<file path="src/rtl/console_line_assembler_macros.svh">
// ----------------------------------------------------------------------------
// console line assembler assertion macros
// concurrent assertion shorthands clocked on clk_i, disabled while in reset
// ----------------------------------------------------------------------------
`ifndef CONSOLE_LINE_ASSEMBLER_MACROS_SVH
`define CONSOLE_LINE_ASSEMBLER_MACROS_SVH

// same-cycle implication
`define CLA_ASSERT(lbl, ante, cons, msg) \
  lbl: assert property (@(posedge clk_i) disable iff (!rst_ni) (ante) |-> (cons)) \
    else $error(msg);

// next-cycle implication
`define CLA_ASSERT_NEXT(lbl, ante, cons, msg) \
  lbl: assert property (@(posedge clk_i) disable iff (!rst_ni) (ante) |=> (cons)) \
    else $error(msg);

`endif

</file>
<file path="src/rtl/cla_pkg.sv">
// ----------------------------------------------------------------------------
// cla_pkg
// types, codes and constants shared by the console line assembler
// ----------------------------------------------------------------------------
package cla_pkg;

  localparam int unsigned LINE_BYTES_DEF = 64;

  localparam logic [5:0]  MAX_LEN_RESET = 6'd63;
  localparam logic [15:0] SAT16         = 16'hFFFF;

  localparam logic [7:0] CH_CR    = 8'h0D;
  localparam logic [7:0] CH_LF    = 8'h0A;
  localparam logic [7:0] CH_BS    = 8'h08;
  localparam logic [7:0] CH_DEL   = 8'h7F;
  localparam logic [7:0] CH_SPACE = 8'h20;
  localparam logic [7:0] CH_TILDE = 8'h7E;

  typedef enum logic [1:0] {
    KIND_ECHO     = 2'd0,
    KIND_LINE     = 2'd1,
    KIND_TOO_LONG = 2'd2,
    KIND_EMPTY    = 2'd3
  } kind_e;

  typedef struct packed {
    logic [7:0] rx_byte;
    logic       byte_valid;
    logic       hw_overrun;
  } in_t;

  typedef struct packed {
    kind_e       result_kind;
    logic [7:0]  result_byte;
    logic        last_of_run;
    logic [15:0] overrun_total;
    logic [15:0] overflow_total;
  } out_t;

  typedef struct packed {
    logic [5:0] max_line_length;
  } cfg_t;

  typedef enum logic [1:0] {
    CLS_IGNORE,
    CLS_PRINT,
    CLS_ERASE,
    CLS_LINE_END
  } in_class_e;

  typedef enum logic [2:0] {
    SEL_RX,
    SEL_LF,
    SEL_BS,
    SEL_SPACE,
    SEL_LINE,
    SEL_TOO_LONG,
    SEL_EMPTY
  } emit_sel_e;

  typedef enum logic [3:0] {
    ST_IDLE,
    ST_DISPATCH,
    ST_ECHO,
    ST_BS1,
    ST_BS2,
    ST_BS3,
    ST_NEWLINE,
    ST_EVENT,
    ST_RUN
  } ctl_state_e;

  typedef struct packed {
    logic      load_in;
    logic      commit;
    logic      emit;
    emit_sel_e sel;
    logic      last;
    logic      rd_clear;
    logic      rd_next;
    logic      line_done;
  } cla_cmd_t;

  typedef struct packed {
    in_class_e cls;
    logic      overflow;
    logic      length_zero;
    logic      run_last;
    logic      out_free;
  } cla_sts_t;

endpackage

</file>
<file path="src/rtl/cla_stream_if.sv">
// ----------------------------------------------------------------------------
// cla_stream_if
// valid/ready channel with a typed payload
// ----------------------------------------------------------------------------
interface cla_stream_if #(
  parameter type payload_t = logic
) ();

  logic     valid;
  logic     ready;
  payload_t payload;

  modport source (output valid, output payload, input ready);
  modport sink   (input valid, input payload, output ready);

endinterface

</file>
<file path="src/rtl/cla_ctrl.sv">
// ----------------------------------------------------------------------------
// cla_ctrl
// sequencer: decodes one byte and steps through the results it causes
// ----------------------------------------------------------------------------
`include "console_line_assembler_macros.svh"

module cla_ctrl (
  input  logic              clk_i,
  input  logic              rst_ni,
  input  logic              in_valid_i,
  output logic              in_ready_o,
  input  cla_pkg::cla_sts_t sts_i,
  output cla_pkg::cla_cmd_t cmd_o
);
  import cla_pkg::*;

  ctl_state_e state_q, state_d;

  always_ff @(posedge clk_i or negedge rst_ni) begin
    if (!rst_ni) begin
      state_q <= ST_IDLE;
    end else begin
      state_q <= state_d;
    end
  end

  always_comb begin
    state_d    = state_q;
    in_ready_o = 1'b0;
    cmd_o      = '0;
    cmd_o.sel  = SEL_RX;
    case (state_q)
      ST_IDLE: begin
        in_ready_o    = 1'b1;
        cmd_o.load_in = in_valid_i;
        if (in_valid_i) begin
          state_d = ST_DISPATCH;
        end
      end
      ST_DISPATCH: begin
        cmd_o.commit = 1'b1;
        case (sts_i.cls)
          CLS_PRINT:    state_d = ST_ECHO;
          CLS_ERASE:    state_d = ST_BS1;
          CLS_LINE_END: state_d = ST_NEWLINE;
          default:      state_d = ST_IDLE;
        endcase
      end
      ST_ECHO: begin
        if (sts_i.out_free) begin
          cmd_o.emit = 1'b1;
          cmd_o.sel  = SEL_RX;
          cmd_o.last = 1'b1;
          state_d    = ST_IDLE;
        end
      end
      ST_BS1: begin
        if (sts_i.out_free) begin
          cmd_o.emit = 1'b1;
          cmd_o.sel  = SEL_BS;
          state_d    = ST_BS2;
        end
      end
      ST_BS2: begin
        if (sts_i.out_free) begin
          cmd_o.emit = 1'b1;
          cmd_o.sel  = SEL_SPACE;
          state_d    = ST_BS3;
        end
      end
      ST_BS3: begin
        if (sts_i.out_free) begin
          cmd_o.emit = 1'b1;
          cmd_o.sel  = SEL_BS;
          cmd_o.last = 1'b1;
          state_d    = ST_IDLE;
        end
      end
      ST_NEWLINE: begin
        if (sts_i.out_free) begin
          cmd_o.emit     = 1'b1;
          cmd_o.sel      = SEL_LF;
          cmd_o.rd_clear = 1'b1;
          state_d = (sts_i.overflow || sts_i.length_zero) ? ST_EVENT : ST_RUN;
        end
      end
      ST_EVENT: begin
        if (sts_i.out_free) begin
          cmd_o.emit      = 1'b1;
          cmd_o.sel       = sts_i.overflow ? SEL_TOO_LONG : SEL_EMPTY;
          cmd_o.last      = 1'b1;
          cmd_o.line_done = 1'b1;
          state_d         = ST_IDLE;
        end
      end
      ST_RUN: begin
        if (sts_i.out_free) begin
          cmd_o.emit      = 1'b1;
          cmd_o.sel       = SEL_LINE;
          cmd_o.last      = sts_i.run_last;
          cmd_o.rd_next   = !sts_i.run_last;
          cmd_o.line_done = sts_i.run_last;
          if (sts_i.run_last) begin
            state_d = ST_IDLE;
          end
        end
      end
      default: begin
        state_d = ST_IDLE;
      end
    endcase
  end

  `CLA_ASSERT(a_emit_needs_room, cmd_o.emit, sts_i.out_free, "result loaded into a busy output")
  `CLA_ASSERT(a_line_done_last, cmd_o.line_done, cmd_o.emit && cmd_o.last, "line closed off a last result")
  `CLA_ASSERT_NEXT(a_load_then_decode, cmd_o.load_in, state_q == ST_DISPATCH, "accepted byte not decoded")

endmodule

</file>
<file path="src/rtl/cla_dp.sv">
// ----------------------------------------------------------------------------
// cla_dp
// line state, line store, counters and the output register
// ----------------------------------------------------------------------------
`include "console_line_assembler_macros.svh"

module cla_dp #(
  parameter int unsigned LINE_BYTES = cla_pkg::LINE_BYTES_DEF
) (
  input  logic              clk_i,
  input  logic              rst_ni,
  input  cla_pkg::in_t      in_payload_i,
  input  logic              cfg_we_i,
  input  cla_pkg::cfg_t     cfg_data_i,
  input  cla_pkg::cla_cmd_t cmd_i,
  output cla_pkg::cla_sts_t sts_o,
  output logic              out_valid_o,
  output cla_pkg::out_t     out_payload_o,
  input  logic              out_ready_i
);
  import cla_pkg::*;

  localparam int unsigned DEPTH  = LINE_BYTES - 1;
  localparam int unsigned LEN_W  = $clog2(LINE_BYTES);
  localparam int unsigned ADDR_W = $clog2(DEPTH);
  localparam int unsigned CMP_W  = (LEN_W > 6) ? LEN_W : 6;
  localparam logic [CMP_W-1:0] MAX_KEEP = CMP_W'(DEPTH);

  logic [7:0]       byte_q;
  logic             valid_q;
  logic [5:0]       max_len_q;
  logic [LEN_W-1:0] length_q, length_d;
  logic             overflow_q, overflow_d;
  logic             last_cr_q, last_cr_d;
  logic [15:0]      overrun_cnt_q, overrun_cnt_d;
  logic [15:0]      overflow_cnt_q, overflow_cnt_d;
  logic [LEN_W-1:0] rd_idx_q, rd_addr;
  logic [7:0]       rd_data_q;
  logic [7:0]       mem [DEPTH];
  logic             out_valid_q, out_valid_d;
  out_t             out_q, out_d;

  logic             is_eol, is_erase, is_print, lf_swallow, room, store_we;
  logic [CMP_W-1:0] limit;

  // byte decode
  always_comb begin
    is_eol     = (byte_q == CH_CR) || (byte_q == CH_LF);
    lf_swallow = (byte_q == CH_LF) && last_cr_q;
    is_erase   = (byte_q == CH_BS) || (byte_q == CH_DEL);
    is_print   = (byte_q >= CH_SPACE) && (byte_q <= CH_TILDE);
    limit      = (CMP_W'(max_len_q) < MAX_KEEP) ? CMP_W'(max_len_q) : MAX_KEEP;
    room       = CMP_W'(length_q) < limit;
    store_we   = cmd_i.commit && valid_q && is_print && room;
  end

  always_comb begin
    sts_o.cls = CLS_IGNORE;
    if (valid_q) begin
      if (is_eol) begin
        sts_o.cls = lf_swallow ? CLS_IGNORE : CLS_LINE_END;
      end else if (is_erase) begin
        sts_o.cls = (length_q != '0) ? CLS_ERASE : CLS_IGNORE;
      end else if (is_print) begin
        sts_o.cls = CLS_PRINT;
      end
    end
    sts_o.overflow    = overflow_q;
    sts_o.length_zero = (length_q == '0);
    sts_o.run_last    = (rd_idx_q == length_q - LEN_W'(1));
    sts_o.out_free    = !out_valid_q || out_ready_i;
  end

  // line state update
  always_comb begin
    length_d       = length_q;
    overflow_d     = overflow_q;
    last_cr_d      = last_cr_q;
    overrun_cnt_d  = overrun_cnt_q;
    overflow_cnt_d = overflow_cnt_q;
    if (cmd_i.load_in && in_payload_i.hw_overrun && (overrun_cnt_q != SAT16)) begin
      overrun_cnt_d = overrun_cnt_q + 16'd1;
    end
    if (cmd_i.commit && valid_q) begin
      if (is_eol) begin
        last_cr_d = !lf_swallow && (byte_q == CH_CR);
        if (!lf_swallow && overflow_q && (overflow_cnt_q != SAT16)) begin
          overflow_cnt_d = overflow_cnt_q + 16'd1;
        end
      end else begin
        last_cr_d = 1'b0;
        if (is_erase && (length_q != '0)) begin
          length_d = length_q - LEN_W'(1);
        end else if (is_print) begin
          if (room) begin
            length_d = length_q + LEN_W'(1);
          end else begin
            overflow_d = 1'b1;
          end
        end
      end
    end
    if (cmd_i.line_done) begin
      length_d   = '0;
      overflow_d = 1'b0;
    end
  end

  always_ff @(posedge clk_i or negedge rst_ni) begin
    if (!rst_ni) begin
      max_len_q      <= MAX_LEN_RESET;
      length_q       <= '0;
      overflow_q     <= 1'b0;
      last_cr_q      <= 1'b0;
      overrun_cnt_q  <= '0;
      overflow_cnt_q <= '0;
      rd_idx_q       <= '0;
      out_valid_q    <= 1'b0;
    end else begin
      if (cfg_we_i) begin
        max_len_q <= cfg_data_i.max_line_length;
      end
      length_q       <= length_d;
      overflow_q     <= overflow_d;
      last_cr_q      <= last_cr_d;
      overrun_cnt_q  <= overrun_cnt_d;
      overflow_cnt_q <= overflow_cnt_d;
      rd_idx_q       <= rd_addr;
      out_valid_q    <= out_valid_d;
    end
  end

  always_ff @(posedge clk_i) begin
    if (cmd_i.load_in) begin
      byte_q  <= in_payload_i.rx_byte;
      valid_q <= in_payload_i.byte_valid;
    end
    out_q <= out_d;
  end

  // line store, read data always tracks rd_idx_q
  always_comb begin
    rd_addr = rd_idx_q;
    if (cmd_i.rd_clear) begin
      rd_addr = '0;
    end else if (cmd_i.rd_next) begin
      rd_addr = rd_idx_q + LEN_W'(1);
    end
  end

  always_ff @(posedge clk_i) begin
    if (store_we) begin
      mem[length_q[ADDR_W-1:0]] <= byte_q;
    end
    rd_data_q <= mem[rd_addr[ADDR_W-1:0]];
  end

  // output register
  always_comb begin
    out_d       = out_q;
    out_valid_d = out_valid_q && !out_ready_i;
    if (cmd_i.emit) begin
      out_valid_d          = 1'b1;
      out_d.last_of_run    = cmd_i.last;
      out_d.overrun_total  = overrun_cnt_q;
      out_d.overflow_total = overflow_cnt_q;
      out_d.result_kind    = KIND_ECHO;
      out_d.result_byte    = 8'h00;
      case (cmd_i.sel)
        SEL_RX:       out_d.result_byte = byte_q;
        SEL_LF:       out_d.result_byte = CH_LF;
        SEL_BS:       out_d.result_byte = CH_BS;
        SEL_SPACE:    out_d.result_byte = CH_SPACE;
        SEL_LINE: begin
          out_d.result_kind = KIND_LINE;
          out_d.result_byte = rd_data_q;
        end
        SEL_TOO_LONG: out_d.result_kind = KIND_TOO_LONG;
        SEL_EMPTY:    out_d.result_kind = KIND_EMPTY;
        default:      out_d.result_byte = 8'h00;
      endcase
    end
  end

  assign out_valid_o   = out_valid_q;
  assign out_payload_o = out_q;

  `CLA_ASSERT(a_length_bound, 1'b1, length_q <= LEN_W'(DEPTH), "line length past store depth")
  `CLA_ASSERT_NEXT(a_ovf_count_mono, 1'b1, overflow_cnt_q >= $past(overflow_cnt_q), "overflow count fell")
  `CLA_ASSERT(a_run_in_line, cmd_i.emit && (cmd_i.sel == SEL_LINE), (length_q != '0) && !overflow_q, "line byte sent without a clean stored line")

endmodule

</file>
<file path="src/rtl/console_line_assembler.sv">
// ----------------------------------------------------------------------------
// console_line_assembler
// edits received bytes into a command line and reports it at the line end
// ----------------------------------------------------------------------------
// an item is taken in ST_IDLE and decoded in ST_DISPATCH, then its results go
// into the output register one result per cycle while the sink keeps up; a line end
// gives up to min(LINE_BYTES, 64) results, line bytes read from the store port
// one per cycle while the sink keeps up; the next item is taken the cycle after
// the last result. reset is asynchronous: line state and counts clear, the
// limit returns to 63, and the line store keeps its contents with no clearing pass
module console_line_assembler #(
  parameter int unsigned LINE_BYTES = cla_pkg::LINE_BYTES_DEF
) (
  input logic         clk_i,
  input logic         rst_ni,
  cla_stream_if.sink   in_i,
  cla_stream_if.sink   cfg_i,
  cla_stream_if.source out_o
);
  import cla_pkg::*;

  cla_cmd_t cmd;
  cla_sts_t sts;

  assign cfg_i.ready = 1'b1;

  cla_ctrl u_ctrl (
    .clk_i      (clk_i),
    .rst_ni     (rst_ni),
    .in_valid_i (in_i.valid),
    .in_ready_o (in_i.ready),
    .sts_i      (sts),
    .cmd_o      (cmd)
  );

  cla_dp #(
    .LINE_BYTES (LINE_BYTES)
  ) u_dp (
    .clk_i         (clk_i),
    .rst_ni        (rst_ni),
    .in_payload_i  (in_i.payload),
    .cfg_we_i      (cfg_i.valid),
    .cfg_data_i    (cfg_i.payload),
    .cmd_i         (cmd),
    .sts_o         (sts),
    .out_valid_o   (out_o.valid),
    .out_payload_o (out_o.payload),
    .out_ready_i   (out_o.ready)
  );

endmodule

</file>
<file path="src/flat_wrapper.sv">
// flat-port wrapper written by rule: the top's interface ports become plain ports
module console_line_assembler_flat import cla_pkg::*;
#(
  parameter int unsigned LINE_BYTES = cla_pkg::LINE_BYTES_DEF
)
  (clk_i, rst_ni, in_i_valid, in_i_payload, in_i_ready, cfg_i_valid, cfg_i_payload, cfg_i_ready, out_o_valid, out_o_payload, out_o_ready);
  cla_stream_if #(.payload_t(in_t)) in_i_i ();
  cla_stream_if #(.payload_t(cfg_t)) cfg_i_i ();
  cla_stream_if #(.payload_t(out_t)) out_o_i ();
  input logic clk_i;
  input logic rst_ni;
  input wire logic [$bits(in_i_i.valid)-1:0] in_i_valid;
  input wire logic [$bits(in_i_i.payload)-1:0] in_i_payload;
  output wire logic [$bits(in_i_i.ready)-1:0] in_i_ready;
  input wire logic [$bits(cfg_i_i.valid)-1:0] cfg_i_valid;
  input wire logic [$bits(cfg_i_i.payload)-1:0] cfg_i_payload;
  output wire logic [$bits(cfg_i_i.ready)-1:0] cfg_i_ready;
  output wire logic [$bits(out_o_i.valid)-1:0] out_o_valid;
  output wire logic [$bits(out_o_i.payload)-1:0] out_o_payload;
  input wire logic [$bits(out_o_i.ready)-1:0] out_o_ready;
  assign in_i_i.valid = in_i_valid;
  assign in_i_i.payload = in_i_payload;
  assign in_i_ready = in_i_i.ready;
  assign cfg_i_i.valid = cfg_i_valid;
  assign cfg_i_i.payload = cfg_i_payload;
  assign cfg_i_ready = cfg_i_i.ready;
  assign out_o_valid = out_o_i.valid;
  assign out_o_payload = out_o_i.payload;
  assign out_o_i.ready = out_o_ready;
  console_line_assembler #(.LINE_BYTES(LINE_BYTES)) u_core (.clk_i(clk_i), .rst_ni(rst_ni), .in_i(in_i_i), .cfg_i(cfg_i_i), .out_o(out_o_i));
endmodule
</file>
<file path="config.mk">
export PLATFORM = sky130hd
export DESIGN_NAME = console_line_assembler_flat
export DESIGN_NICKNAME = d
export VERILOG_FILES = /design/src/rtl/cla_pkg.sv /design/src/rtl/cla_stream_if.sv /design/src/rtl/cla_ctrl.sv /design/src/rtl/cla_dp.sv /design/src/rtl/console_line_assembler.sv /design/src/flat_wrapper.sv
export VERILOG_INCLUDE_DIRS = /design/src /design/src/rtl
export SDC_FILE = /design/constraint.sdc
export NUM_CORES = 1
export LEC_CHECK = 0
export BUFFER_PORTS_ARGS = -buffer_cell sky130_fd_sc_hd__buf_2
export CORE_ASPECT_RATIO = 0.7
export CORE_UTILIZATION = 51
export CTS_CLUSTER_SIZE = 10
export DETAILED_ROUTE_END_ITERATION = 10
export GPL_ROUTABILITY_DRIVEN = 0
export PLACE_DENSITY = 0.7
export SLEW_MARGIN = 10
export SYNTH_ARGS = -nofsm -noshare
export SYNTH_HDL_FRONTEND = slang
export SYNTH_HIERARCHICAL = 1
export SYNTH_SLANG_ARGS = --single-unit
</file>
<file path="constraint.sdc">
create_clock -name clk_i -period 3.7 [get_ports clk_i]
set_input_delay 0.185 -clock clk_i [delete_from_list [all_inputs] [get_ports clk_i]]
set_output_delay 0.185 -clock clk_i [all_outputs]
set_load 0.01 [all_outputs]
</file>
After elaboration in Yosys (flattened, before gate mapping)
Memory sizes are Yosys's and may differ from the RTL's. A register that Yosys moved wholly into a read port is not among the register bits.
Cells that the tools add are included.
{"block": "op_classes", "addsub": 5, "magnitude_cmp": 4, "eq_ne": 34, "muxes": 55, "reduce_logical": 33}
{"cell": "one-hot mux 4 bit (7 select lines)", "count": 2}
{"cell": "2-to-1 mux 6 bit", "count": 9}
{"cell": "2-to-1 mux 4 bit", "count": 11}
{"cell": "one-hot mux 8 bit (5 select lines)", "count": 1}
{"cell": "adder 16 x 1 -> 16 bit, second input constant", "count": 2}
{"cell": "!= test 16 bit, second input constant", "count": 2}
{"cell": "equality test 8 x 4 -> 1 bit, second input constant", "count": 3}
{"cell": "2-to-1 mux 5 bit", "count": 4}
{"cell": "2-to-1 mux 1 bit", "count": 17}
{"cell": "equality test 4 x 3 -> 1 bit, second input constant", "count": 4}
{"cell": "!= test 2 x 1 -> 1 bit, second input constant", "count": 8}
{"cell": "2-to-1 mux 2 bit", "count": 7}
{"cell": "adder 6 x 1 -> 6 bit, second input constant", "count": 2}
{"cell": "logical AND 1 bit", "count": 12}
{"cell": "equality test 3 bit, second input constant", "count": 3}
{"cell": "one-hot mux 3 bit (3 select lines)", "count": 1}
{"cell": "equality test 4 x 2 -> 1 bit, second input constant", "count": 2}
{"cell": "equality test 8 x 7 -> 1 bit, second input constant", "count": 1}
{"cell": ">= comparator 8 x 6 -> 1 bit, second input constant", "count": 1}
{"cell": "<= comparator 8 x 7 -> 1 bit, second input constant", "count": 1}
{"cell": "AND reduction 7 bit", "count": 1}
{"cell": "equality test 3 x 2 -> 1 bit, second input constant", "count": 2}
{"cell": "equality test 6 bit", "count": 1}
{"cell": "zero test 6 bit", "count": 1}
{"cell": "other kinds (23)", "count": 33}
{"block": "totals", "ff_bits": 109, "mem_bits_rw": 504, "word_cells": 148, "memories": 1}
{"name": "u_core.u_dp.mem", "words": 63, "width": 8, "rd": 1, "rd_clocked_by_memory_dff": 1, "wr": 1, "line_no": "cla_dp.sv:39", "rtl": "logic [7:0] mem [DEPTH];"}

Depth between registers and ports, before layout
Gate-level depths: netlist of the first run.
{"block": "depth", "ltp_word": 9, "depth_mapped": 19}

By module
The synthesis of the first run kept the hierarchy.
{"mod": "cla_dp", "n_inst": 1, "cells_per_inst": 1926, "area_per_inst_um2": 25989.9}
{"mod": "cla_ctrl", "n_inst": 1, "cells_per_inst": 67, "area_per_inst_um2": 531.8}
{"mod": "console_line_assembler", "n_inst": 1, "cells_per_inst": 2, "area_per_inst_um2": 11.3}

Worst setup path after synthesis of the first run
OpenSTA, ideal clock, no wires.
{"block": "synth_timing", "path_kind": "reg2reg", "start": "register u_core.u_dp.rd_idx_q[0]", "end": "register u_core.u_dp.rd_data_q[2] (read register of u_core.u_dp.mem)", "setup_ns": 0.127, "arrival_ns": 3.889, "t_required_ns": 3.573, "slack_ns": -0.316, "path_stages_with_launch": 18, "synth_period_minus_slack_ns": 4.016, "path_cell_list": "dfrtp_1 > buf_4 > clkbuf_1 > clkbuf_1 > clkbuf_1 > xor2_1 > nand3_1 > nor3_1 > nor3b_1 > buf_6 > xor2_4 > nand2_8 > inv_4 > mux4_2 > a22o_1 > o41ai_2 > a31oi_1 > or3_1"}
{"element": "from (decl)", "line_no": "cla_dp.sv:37", "rtl": "logic [LEN_W-1:0] rd_idx_q, rd_addr;"}
{"element": "from (signal assigned)", "line_no": "cla_dp.sv:128", "rtl": "rd_idx_q <= rd_addr;"}
{"element": "to (decl)", "line_no": "cla_dp.sv:38", "rtl": "logic [7:0] rd_data_q;"}

==> impl_metrics.tcl, run 1 <==
set metrics [dict create \
    status "finished with violations" \
    violations "negative setup slack" \
    final_common_cell "edfxtp_1" \
    finalNonFillerCells 3059 \
    end_kind "flop" \
    clockRootBuffer "clkbuf_16" \
    vias 19800 \
    antenna_found_initial 2 \
    async_flop_share_pct 9.18 \
    die_y_um 193 \
    min_path_type "in -> reg" \
    cp-startpoint "u_core/u_dp/length_q[0]$_DFFE_PN0P_" \
    vdd_drop_max_uv 595 \
    r2r_setup_slack_ns -0.35 \
    wl_per_cell_um 27.2 \
    grt-ovfl-total 0 \
    first_pass_iters 6 \
    ant_nets 0 \
    nNetsFinal 2373 \
    drcViolationCount 0 \
    min_path_cells 3 \
    syn_avg_cell_area_um2 13.3 \
    cts_sinks 621 \
    post-place-ws_ns -0.645 \
    io_buffers 65 \
    r2r_cells 17 \
    final.setup.tns_ns -2.08 \
    syn-num-nets 2027 \
    grt_max_degree 74 \
    synthMuxAreaShare_pct 3.13 \
    cp.arrival_ns 4.53 \
    synth_compound_area_share_pct 14.1 \
    maxCapViolCount 0 \
    p_leak_nw 11.6 \
    seq_area_frac_synth_pct 68.9 \
    drive_gt1_share_pct 25.0 \
    cts_buffers 72 \
    final-max-slew-violation-count 0 \
    clock_skew_ns 0.0123 \
    clock_latency_ns 0.60 \
    grt_pass1_vias 19000 \
    ys_seq_elements 621 \
    synth_largest_area_cell "edfxtp_1" \
    cp_max_fo 6 \
    cts.clk_slew.worst_paths_ns 0.06 \
    synth_area_um2 26500 \
    synth_area_leaders "edfxtp_1 (63%), dfrtp_1 (4.8%), nand2_1 (2.8%)" \
    rows 69 \
    synthXorXnorAreaFrac_pct 1.58 \
    fp.coreArea_um2 51000 \
    layout_common_cells "edfxtp_1 (556), buf_4 (264), nand2_1 (193)" \
    num-fill-cells 3609 \
    cts.htree.levels 3 \
    cp.required_ns 4.18 \
    synth_ff_type "edfxtp_1" \
    drt_wl_total_um 83200 \
    synth_fa_ha_area_share_pct 0.519 \
    synthSimpleGateAreaFrac_pct 9.21 \
    netlist.area_leader.share_pct 62.9 \
    yosys_warnings 6 \
    area_delta_synth_final_pct 23.7 \
    fin_crit_ns 4.05 \
    hold_viol_final 0 \
    dieArea_um2 53000 \
    rsz0062_at_grt "true" \
    ys_types 92 \
    dpl.hpwl_um 52800 \
    setup_viol 8 \
    die_x_um 275 \
    crit_path_end "u_core/u_dp/rd_data_q[2]$_DFF_P_" \
    worst_slew_pin_slew_ns 1.06 \
    path_class "reg -> reg" \
    fin_ws_ns -0.347 \
    slew_headroom_pct 29.1 \
    syn_inst 1995 \
    synth_top_family_by_area "compound AO/OA/AOI/OAI gates" \
    fmax_mhz 247 \
    grtUsageTotal_pct 31.6 \
    drt_iter0_markers 3232 \
    placedCellCount 2881 \
    layout_worst_path_cycle_share_pct 109 \
    powerDensity_nw_per_um2 929 \
    synth-edff-count 556 \
    diodes 0 \
    pin_count 67 \
    start_util_pct 52.0 \
    cts.path.max_buffers 3 \
    r2r_end "u_core/u_dp/rd_data_q[2]$_DFF_P_" \
    grt_pass1_wl_um 122000 \
    cts_tree "built" \
    via_per_inst 6.47 \
    cp-start-kind "flop" \
    power.total_mw 30.5 \
    r2r-start "u_core/u_dp/length_q[0]$_DFFE_PN0P_" \
]
cell families after synthesis:
| group | count (synthesis) |
|---|---|
| AND/OR/NAND/NOR | 538 |
| flip-flops | 621 |
| XOR/XNOR | 45 |
| adder cells (fa/ha/maj) | 11 |
| other | 1 |
| buffers and inverters | 157 |
| AO/OA/AOI/OAI | 550 |
| multiplexers | 72 |
how the worst min path moves through the flow:
| stage | start | end | slack, ns |
|---|---|---|---|
| 2_1_floorplan | rst_ni | u_core/u_ctrl/state_q[0]$_DFFE_PN0P_ | -0.11 |
| 3_3_place_gp | in_i_payload[1] | u_core/u_dp/valid_q$_DFFE_PP_ | 0.37 |
| 3_5_place_dp | in_i_payload[7] | u_core/u_dp/byte_q[5]$_DFFE_PP_ | 0.37 |
| 4_1_cts | in_i_valid | u_core/u_dp/valid_q$_DFFE_PP_ | 0.1 |
| 5_1_grt | in_i_valid | u_core/u_dp/valid_q$_DFFE_PP_ | 0.14 |
| 6_report | in_i_valid | u_core/u_dp/valid_q$_DFFE_PP_ | 0.11 |
flip-flops by register name, indices dropped and copies added, names as in the netlist:
signal / count
u_core/u_dp/max_len_q: 6
u_core/u_dp/last_cr_q: 1
u_core/u_dp/overrun_cnt_q: 16
u_core/u_dp/rd_idx_q: 6
u_core/u_ctrl/state_q: 4
u_core/u_dp/overflow_cnt_q: 16
u_core/u_dp/out_valid_o: 1
u_core/u_dp/length_q: 6
u_core/u_dp/overflow_q: 1
u_core/u_dp/valid_q: 1
u_core/u_dp/byte_q: 8
u_core/u_dp/mem: 504
u_core/u_dp/out_payload_o: 43
u_core/u_dp/rd_data_q: 8
what timing repair did:
| item | in CTS | in global routing |
|---|---|---|
| gates cloned | 5 | 0 |
| endpoints found under the setup margin | 8 | 8 |
| hold buffers | 28 | 0 |
| resized for setup | 87 | 56 |
| hold endpoints to repair | 50 | 0 |
| buffers inserted | 25 | 2 |
| pin swaps | 28 | 19 |
synthesized netlist by cell type, drive strengths merged (36+ instances only):
library cell,instances
a21oi,75
o21ai,138
clkbuf,80
edfxtp,556
a211oi,39
o211ai,59
nand2,198
buf,55
nor2,169
dfrtp,51
nand3,36
a221oi,39
mux2i,47
metal layers:
metal	track usage (%)	wire (um)
met1	45.0	32700
met2	44.5	34900
met3	12.0	13000
met4	10.2	2370
met5	0.940	97
through the flow:
step | area (um^2) | hold WS, ns | util, %
after floorplan | 26600 | -0.111 | -
after global routing | 32800 | 0.137 | 64.3
after detailed placement | 29500 | 0.373 | 57.7
after CTS | 32600 | 0.0984 | 63.8
final | 32800 | 0.113 | 64.3
after global placement | 29500 | 0.367 | 57.7
area by class of cell:
cell class	count	area, um^2	share of cell area, %
repair buffers	407	3450	10.5
clock buffers	113	2030	6.18
multi-input cells	1217	8010	24.4
well taps	674	843	2.57
flip-flops and latches	621	18300	55.7
inverters	22	105	0.320
clock inverters	5	83.8	0.255
power by group:
group / switching, mW / leakage [nW] / internal (mW) / total [mW]
combinational: 9.14 / 4.76 / 5.98 / 15.1
clock: 2.76 / 1.01 / 3.77 / 6.53
sequential: 0.270 / 5.82 / 8.58 / 8.85
critical path, stage by stage, from the launching register on:
cell and delay (ns):
dfrtp_1 0.38, or3_4 0.42, mux2i_1 0.16, nor2_1 0.05, a211oi_1 0.19, a31oi_1 0.09
nor3_2 0.25, nor3b_2 0.08, buf_4 0.16, buf_6 0.13, xor2_4 0.19, nand2_8 0.09
clkinv_8 0.08, mux4_2 0.48, a22o_1 0.25, o41ai_4 0.42, a31oi_2 0.12, or3_1 0.39
Power figures use the tool's default switching activity.
==> inputs of run 2 (changes only) <==
==> constraint.sdc (replaced) <==
create_clock -name clk_i -period 3.7 [get_ports clk_i]
set_input_delay 0.37 -clock clk_i [delete_from_list [all_inputs] [get_ports clk_i]]
set_output_delay 0.37 -clock clk_i [all_outputs]
set_load 0.01 [all_outputs]
==> impl_metrics.tcl, run 2 (synthesis gave the netlist of run 1 again) <==
set metrics [dict create \
    via_per_inst 6.45 \
    final_common_cell "edfxtp_1" \
    cp_slowest_cell "mux4_2" \
    pin_count 67 \
    drcViolationCount 0 \
    antenna_found_initial 5 \
    route.met3.wl_um 12700 \
    rsz0062_at_grt "true" \
    cp_max_fo 6 \
    fin_crit_ns 3.97 \
    worst_slew_pin_slew_ns 1.10 \
    cts_sinks 621 \
    grt_max_degree 74 \
    layout_worst_path_cycle_share_pct 107 \
    nNetsFinal 2359 \
    slew_headroom_pct 26.6 \
    first_pass_iters 6 \
    vias 19600 \
    whs_ns 0.0488 \
    cp-start-kind "flop" \
    start_util_pct 52.0 \
    crit_chain "or3_4 > mux2i_1 > nor2_1 > a211oi_1 > a31oi_1 > nor3_2 > nor3b_2 > buf_4 > buf_6 > xor2_4 > nand2_8 > clkinv_8 > mux4_2 > a22o_1 > o41ai_2 > a31oi_2 > or3_1" \
    cp-startpoint "u_core/u_dp/length_q[2]$_DFFE_PN0P_" \
    status "finished with violations" \
    vdd_drop_max_uv 686 \
    dieArea_um2 53000 \
    drt_wl_total_um 81700 \
    cp.arrival_ns 4.44 \
    cp.required_ns 4.17 \
    wl_per_cell_um 26.8 \
    hold_viol_final 0 \
    p_leak_nw 11.5 \
    met1_length_um 32600 \
    final.setup.tns_ns -1.51 \
    hold_path.startpoint "cfg_i_payload[1]" \
    grt_pass1_vias 18600 \
    cts.path.max_buffers 3 \
    maxCapViolCount 0 \
    grt-ovfl-total 0 \
    max_stage_delay_ns 0.48 \
    die_x_um 275 \
    finalNonFillerCells 3045 \
    placedCellCount 2881 \
    clock_latency_ns 0.60 \
    largest_register_ffs 504 \
    cts_tree "built" \
    grt_pass1_wl_um 119000 \
    end_kind "flop" \
    drt_iter0_markers 3309 \
    r2r-start "u_core/u_dp/length_q[2]$_DFFE_PN0P_" \
    dpl.hpwl_um 52400 \
    fmax_mhz 252 \
    crit_family "simple AND/OR/NAND/NOR gates" \
    cts_buffers 72 \
    clock_skew_ns 0.0257 \
    fp.coreArea_um2 51000 \
    final-max-slew-violation-count 0 \
    path_buf_inv 3 \
    setup_viol 8 \
    cts.htree.levels 3 \
    min_path_type "in -> reg" \
    grtUsageTotal_pct 30.9 \
    powerDensity_nw_per_um2 922 \
    area_delta_synth_final_pct 22.7 \
    cts.clk_slew.worst_paths_ns 0.06 \
    fin_ws_ns -0.270 \
    clockRootBuffer "clkbuf_16" \
    violations "negative setup slack" \
    die_y_um 193 \
    io_buffers 65 \
    rows 69 \
    layout_common_cells "edfxtp_1 (556), buf_4 (269), nand2_1 (193)" \
    top_layer_used "met5" \
    drive_gt1_share_pct 24.9 \
    ant_nets 0 \
    path_class "reg -> reg" \
    post-place-ws_ns -0.680 \
    wl_met2_um 33900 \
    final_core_util_pct 63.8 \
]
==> run 2: cell count changes in the layout (fill, tap and decap cells not counted), moves of 5 or more <==
cell,previous run,this run
dlygate4sd3_1,28,15
buf_12,19,13
buf_4,264,269
o21ai_0,122,129
o21ai_1,11,5
a211oi_2,7,2
==> run 2: through the flow <==
| step | total power [mW] | area [um^2] |
|---|---|---|
| 6_report | 30.0 | 32500 |
| 5_1_grt | 30.9 | 32500 |
| 4_1_cts | 29.0 | 32200 |
| 3_5_place_dp | 21.6 | 29500 |
| 3_3_place_gp | 21.3 | 29500 |
| 2_1_floorplan | 15.7 | 26600 |
==> run 2: worst min-delay path, delay by kind of cell <==
| family | cells | cell delay, ns |
|---|---|---|
| buffers and inverters | 1 | 0.09 |
| and+or+nand+nor | 1 | 0.06 |
| AOI/OAI and AO/OA | 1 | 0.08 |
==> run 2: what timing repair did <==
item | in CTS | in global routing
buffers inserted | 21 | 5
cloned | 3 | 3
hold buffers | 15 | 0
endpoints found under the hold margin | 48 | 0
pin swaps | 21 | 22
resized for setup | 69 | 57
endpoints found under the setup margin | 8 | 8
==> run 2: final timing paths <==
kind,endpoint,slack (ns),cells after the start
hold reg to reg,u_core/u_dp/out_payload_o[13]$_DFFE_PP_,0.48,0
setup reg to reg,u_core/u_dp/rd_data_q[2]$_DFF_P_,-0.27,17
min in group asynchronous,u_core/u_dp/overflow_cnt_q[8]$_DFFE_PN0P_,0.50,2
setup / recovery,u_core/u_dp/rd_data_q[2]$_DFF_P_,-0.27,17
hold / removal,u_core/u_dp/max_len_q[1]$_DFFE_PN1P_,0.05,3
max in group asynchronous,u_core/u_dp/overrun_cnt_q[1]$_DFFE_PN0P_,2.38,3
==> run 2: report_power, final <==
group | internal [mW] | switching (mW) | leakage [nW] | total [mW]
Combinational | 5.82 | 8.96 | 4.66 | 14.8
Sequential | 8.58 | 0.273 | 5.82 | 8.85
Clock | 3.70 | 2.68 | 0.983 | 6.38
Total | 18.1 | 11.9 | 11.5 | 30.0
==> run 2: area by class of cell <==
cell class,count,area [um^2]
fillers,3630,18500
flip-flops and latches,621,18300
multi-input cells,1217,7990
repair buffers,393,3260
clock buffers,112,2000
well taps,674,843
inverters,22,108
clock inverters,4,42.5
diodes,2,5.00
==> run 2: routing by layer <==
layer	up-vias	GRT usage [%]
li1	8361	-
met4	2	10.1
met5	-	0
met3	199	11.2
met1	9621	45.1
met2	1452	42.5
